`config.mk`:
```
export PLATFORM = sky130hd
export DESIGN_NAME = sscq_front_flat
export DESIGN_NICKNAME = d
export VERILOG_FILES = /design/src/hdl/sorted_sample_cdf_quantile_top_macros.svh /design/src/hdl/sscq_pkg.sv /design/src/hdl/sscq_stream_if.sv /design/src/hdl/sscq_front.sv /design/src/flat_wrapper.sv
export SDC_FILE = /design/constraint.sdc
export NUM_CORES = 1
export LEC_CHECK = 0
export BUFFER_PORTS_ARGS = -buffer_cell sky130_fd_sc_hd__buf_2
export CAP_MARGIN = 20
export CORE_UTILIZATION = 35
export CTS_CLUSTER_SIZE = 8
export DETAILED_ROUTE_END_ITERATION = 10
export PLACE_DENSITY = 0.78
export RECOVER_POWER = 50
export SKIP_CTS_REPAIR_TIMING = 1
export SYNTH_ARGS = -nofsm -noshare
export SYNTH_HDL_FRONTEND = slang
export SYNTH_SLANG_ARGS = --single-unit
```
`constraint.sdc`:
```
create_clock -name clk -period 2 [get_ports clk]
set_input_delay 0.5 -clock clk [delete_from_list [all_inputs] [get_ports clk]]
set_output_delay 0.5 -clock clk [all_outputs]
set_load 0.02 [all_outputs]
```
`src/hdl/sorted_sample_cdf_quantile_top_macros.svh`:
```
// ----------------------------------------------------------------------------
// Assertion macros for the sorted sample CDF and quantile engine
// Shared clocked, reset-qualified assertion forms.
// ----------------------------------------------------------------------------
`ifndef SORTED_SAMPLE_CDF_QUANTILE_TOP_MACROS_SVH
`define SORTED_SAMPLE_CDF_QUANTILE_TOP_MACROS_SVH

// Implication checked on every clock edge outside reset.
`define SSCQ_ASSERT_IMP(label, ante, cons, msg) \
  label: assert property (@(posedge clk) disable iff (rst) (ante) |-> (cons)) \
    else $error(msg);

// Next-cycle implication checked outside reset.
`define SSCQ_ASSERT_NEXT(label, ante, cons, msg) \
  label: assert property (@(posedge clk) disable iff (rst) (ante) |=> (cons)) \
    else $error(msg);

`endif

```
`src/hdl/sscq_pkg.sv`:
```
// ----------------------------------------------------------------------------
// sscq_pkg
// Types and constants shared by the sorted sample CDF and quantile engine.
// ----------------------------------------------------------------------------
package sscq_pkg;

  localparam logic [2:0] MODE_CLEAR    = 3'd0;
  localparam logic [2:0] MODE_INSERT   = 3'd1;
  localparam logic [2:0] MODE_CDF      = 3'd2;
  localparam logic [2:0] MODE_EXCEED   = 3'd3;
  localparam logic [2:0] MODE_QUANTILE = 3'd4;
  localparam logic [2:0] MODE_SUMMARY  = 3'd5;

  localparam logic [1:0] STATUS_OK      = 2'd0;
  localparam logic [1:0] STATUS_FULL    = 2'd1;
  localparam logic [1:0] STATUS_NONFIN  = 2'd2;

  localparam logic [16:0] ONE_Q16 = 17'd65536;

  typedef struct packed {
    logic [2:0]         mode;
    logic signed [31:0] value;
    logic [16:0]        prob;
    logic               not_finite;
  } req_t;

  typedef struct packed {
    logic [16:0]        fraction;
    logic signed [31:0] quantile_value;
    logic [10:0]        sample_count;
    logic signed [31:0] min_value;
    logic signed [31:0] max_value;
    logic [1:0]         status;
  } rsp_t;

endpackage

```
`src/hdl/sscq_stream_if.sv`:
```
// ----------------------------------------------------------------------------
// sscq_stream_if
// Valid/ready channel carrying one payload of a chosen type.
// ----------------------------------------------------------------------------
interface sscq_stream_if #(
  parameter type payload_t = logic
) ();
  logic     valid;
  logic     ready;
  payload_t data;

  modport source (output valid, output data, input ready);
  modport sink (input valid, input data, output ready);
endinterface

```
`src/hdl/sscq_front.sv`:
```
// ----------------------------------------------------------------------------
// sscq_front
// Accepts requests and holds them in a two-entry queue for the engine.
// ----------------------------------------------------------------------------
module sscq_front (
  input  logic             clk,
  input  logic             rst,
  sscq_stream_if.sink      in_ch,
  output logic             q_valid,
  output sscq_pkg::req_t   q_data,
  input  logic             q_pop
);
  sscq_pkg::req_t slot [2];
  logic [1:0]     fill;
  logic           rd_ptr;
  logic           wr_ptr;
  logic           push;

  assign in_ch.ready = (fill != 2'd2);
  assign push        = in_ch.valid && in_ch.ready;
  assign q_valid     = (fill != 2'd0);
  assign q_data      = slot[rd_ptr];

  always_ff @(posedge clk) begin
    if (push) begin
      slot[wr_ptr] <= in_ch.data;
    end
    if (rst) begin
      fill   <= 2'd0;
      rd_ptr <= 1'b0;
      wr_ptr <= 1'b0;
    end else begin
      if (push) begin
        wr_ptr <= ~wr_ptr;
      end
      if (q_pop) begin
        rd_ptr <= ~rd_ptr;
      end
      fill <= fill + {1'b0, push} - {1'b0, q_pop};
    end
  end
endmodule

```
`src/flat_wrapper.sv`:
```
// flat-port wrapper written by rule: the top's interface ports become plain ports
module sscq_front_flat 
  (clk, rst, q_valid, q_data, q_pop, in_ch_valid, in_ch_data, in_ch_ready);
  sscq_stream_if in_ch_i ();
  input  logic clk;
  input  logic rst;
  output logic q_valid;
  output sscq_pkg::req_t q_data;
  input  logic q_pop;
  input wire logic [$bits(in_ch_i.valid)-1:0] in_ch_valid;
  input wire logic [$bits(in_ch_i.data)-1:0] in_ch_data;
  output wire logic [$bits(in_ch_i.ready)-1:0] in_ch_ready;
  assign in_ch_i.valid = in_ch_valid;
  assign in_ch_i.data = in_ch_data;
  assign in_ch_ready = in_ch_i.ready;
  sscq_front u_core (.clk(clk), .rst(rst), .in_ch(in_ch_i), .q_valid(q_valid), .q_data(q_data), .q_pop(q_pop));
endmodule
```
-- Word-level counts from Yosys, hierarchy flattened
Memory sizes are Yosys's and may differ from the RTL's. A register that Yosys moved wholly into a read port is not among the register bits.
Index checks and enable logic that the tools add are counted.
- register bits: 4
- memory bits (writable): 2
- input port bits: 5
- output and inout port bits: 55
- logic and storage cells: 15
- memories: 1
- add/subtract/negate cells: 2
- equality and inequality tests: 1
- multiplexer cells: 4
- bitwise logic cells: 2
- reduce and logical (&&, ||, !) cells: 2
- memories (memory ; depth ; bits a word ; rd ports ; clocked after Yosys merged registers in ; wr ports ; RTL line ; source):
    u_core.slot ; 2 ; 1 ; 1 ; 1 ; 1 ; sscq_front.sv:13 ; sscq_pkg::req_t slot [2];
- operators by type and width (cell ; count):
    $mux W1 ; 4
    $add A2 B1 Y2 ; 1
    $ne A2 B2 Y1 const B ; 1
    $not A1 Y1 ; 2
    $reduce_bool A2 Y1 ; 1
    $sub A2 B1 Y2 ; 1
    $logic_and A1 B1 Y1 ; 1

-- Longest topological paths before layout
- depth after elaboration: 4
- mapped depth: 5
- depth with buffers taken out: 5

-- Least setup slack after synthesis
OpenSTA, ideal clock, no wires.
- path type: input-to-reg
- start point: input port q_pop
- end point: register u_core.fill[1]
- setup time: 121 ps
- arrival: 1446 ps
- data required time: 1879 ps
- setup slack: 433 ps
- cell stages on the path: 4
- buffers on the path: 0
- path through: ha_1 nor2b_2 mux2i_1 mux2_2
- longest elaborated chain between the ends: 1
- RTL lines (what ; RTL line ; source):
    start: declaration ; flat_wrapper.sv:9 ; input logic q_pop;
    $sub A2 B1 Y2 ; sscq_front.sv:39 ; fill <= fill + {1'b0, push} - {1'b0, q_pop};
    end signal: assignment ; sscq_front.sv:39 ;
    end: declaration ; sscq_front.sv:14 ; logic [1:0] fill;
No other way between the ends.
A chain may end at the register's enable or synchronous reset.

-- Worst setup path after layout
- start point: register u_core.fill[1]
- end point: output port in_ch_ready
- longest elaborated chain between the ends: 1
- RTL lines (what ; RTL line ; source):
    $ne A2 B2 Y1 ; sscq_front.sv:19 ; assign in_ch.ready = (fill != 2'd2);
    end: declaration ; flat_wrapper.sv:12 ; output wire logic [$bits(in_ch_i.ready)-1:0] in_ch_ready;
No other way between the ends.

==> flow_summary.yaml <==
grt:
  gr-total-overflow: 0
  grtUsageTotal: 0.0622
  grt_pass1_vias: 250
  grt_max_degree: 7
  grt_pass1_wl_um: 931
  antenna_found_initial: 0
clock_network:
  clk_path_buf_depth: 2
  clock-root-buffer: "clkbuf_4"
  clock-sinks: 7
  path_clk_slew_ns: 0.05
  cts_max_level: 1
  clock_latency_ns: 0.25
  cts_buffers: 3
  cts_tree: "done"
layout:
  multi_input_area_um2: 332
  nets: 101
  drive_above_1_share: 0.138
  n_antenna_cell: 0
  seq_area_um2: 160
  area_growth_pct: -16.1
  nFillCells: 206
die:
  core_um2: 1820
  die_area_um2: 2220
  initial_core_util: 0.392
  ios: 60
  die_h_um: 47.1
  rows: 15
  die_width_um: 47.1
setup_path:
  startpoint_type: "register"
  worst-endpoint-arrival_ns: 1.12
  cp_cell_sequence: "nor2b_1 -> inv_1 -> buf_2"
  cp_top_family: "flip-flops"
  reg2reg_slack_ns: 0.48
  r2r-start: "u_core.fill[0]$_SDFF_PP0_"
  path_max_fanout: 5
  end_kind: "output port"
  r2r-end: "u_core.fill[1]$_SDFF_PP0_"
  required_ns: 1.50
  rr_worst_depth: 5
  criticalPathCategory: "reg -> out"
  cp_slowest_stage_delay_ns: 0.35
  crit_slowest_cell: "dfxtp_1"
  path_buf_inv: 2
outcome:
  status: "finished clean"
route:
  drtIter0Drc: 0
  wl_per_cell_um: 6.13
  dr.pass1.iters: 1
  vias: 361
  drc_errors: 0
  antenna_left: 0
  vias_per_cell: 3.03
  drt-total-wl_um: 730
synth:
  synthArstFlopShare: 0
  synthTopCellsByCount: "52 x buf_4, 5 x dfxtp_1, 4 x inv_1, 3 x nor2_1"
  avgSynthCellArea_um2: 8.49
  yosysMostFrequentCell: "buf_4"
  syn_area_um2: 713
  synthFlopType: "dfxtp_1"
  ys_top_cells_by_area: "buf_4 55%, dfxtp_1 14%, edfxtp_1 8.4%"
  synth_top_area_cell: "buf_4"
  syn_inst: 84
  ys_types: 21
  synth.top_cell.area_share: 0.547
  yosys_warnings: 0
  synth_seq_cells: 7
  synth_edf_count: 2
  seq_area_frac_synth: 0.225
min_path:
  min-delay-start: "in_ch_data"
  whs_path_depth: 1
  hp-class: "in -> reg"
  hold_path_end: "u_core.slot[1]$_DFFE_PP_"
power:
  p_leak_nw: 0.339
  peakVddDrop_v: 0.000211
  power.density_nw_per_um2: 796
placed_design:
  post-dp-hpwl_um: 637
  port_buffers: 7
  gp_congestion: 0.728
timing:
  period_share: 0.812
  hold_slack_ns: 0.440
  finalClockSkew_ns: 0.00110
  finalMaxSlewViolations: 0
  fin_setup_tns_ns: 0
  finalCriticalPeriod_ns: 1.62
  hold_violations: 0
  grt_setup_unrepaired: "false"
  setup_viol: 0
  fmax_ghz: 0.616
job:
  maxCapViolations: 0
## routing by layer
layer	vias to the layer above	GRT usage	routed length, µm
met5	-	0	0
met4	0	0.0514	8
met3	2	0.0115	83
met2	31	0.117	395
met1	153	0.0575	242
li1	175	-	-
## area by class of cell
class,count,area share
multi-input combinational,72,0.554
inverter,4,0.0251
timing repair buffer,7,0.0565
clock buffer,4,0.0439
tap,25,0.0523
sequential,7,0.268
## worst max path at each step
stage / startpoint / to / slack [ns] / cells past startpoint
floorplan: q_pop / u_core.fill[1]$_SDFF_PP0_ / 0.43 / 4
global placement: q_pop / u_core.fill[1]$_SDFF_PP0_ / 0.27 / 5
detailed placement: q_pop / u_core.fill[1]$_SDFF_PP0_ / 0.24 / 5
CTS: u_core.fill[0]$_SDFF_PP0_ / u_core.fill[1]$_SDFF_PP0_ / 0.40 / 5
global route: u_core.fill[1]$_SDFF_PP0_ / in_ch_ready / 0.29 / 3
finish: u_core.fill[1]$_SDFF_PP0_ / in_ch_ready / 0.38 / 3
## cell families (layout without fill, tap and decap cells)
family | after synthesis | in the layout | share of synthesized area
DFF | 7 | 7 | 0.225
muxes | 3 | 3 | 0.0456
AOI/OAI and AO/OA | 3 | 3 | 0.0210
adders and majority gates | 1 | 1 | 0.0175
xor gates and xnor gates | 1 | 1 | 0.0123
other | 1 | 52 | 0.00526
buffers and inverters | 56 | 15 | 0.568
and+or+nand+nor | 12 | 12 | 0.105
## report_power, final
group / leakage [nW] / internal (mW) / switching [mW]
Combinational: 0.264 / 0.0401 / 0.133
Sequential: 0.0603 / 0.163 / 0.00884
Clock: 0.0150 / 0.0763 / 0.0548
Total: 0.339 / 0.280 / 0.196
## stage by stage
stage	cells	utilization	setup slack [ns]	total power, mW	area, µm²
6_report	119	0.329	0.376	0.476	598
5_1_grt	119	0.329	0.289	0.508	598
4_1_cts	119	0.333	0.405	0.487	607
3_5_place_dp	115	0.319	0.240	0.353	581
3_3_place_gp	115	0.319	0.271	0.349	581
2_1_floorplan	135	-	0.433	0.405	905
## placed cells by master, fill, tap and decap left out, drive strengths merged, types with 2 or more instances in the layout
| master | n |
|---|---|
| mux2 | 2 |
| inv | 4 |
| conb | 52 |
| nor2 | 3 |
| o21ai | 2 |
| edfxtp | 2 |
| nor2b | 3 |
| dfxtp | 5 |
| clkbuf | 5 |
| buf | 6 |
No activity file was read; power rests on OpenSTA's default activity.
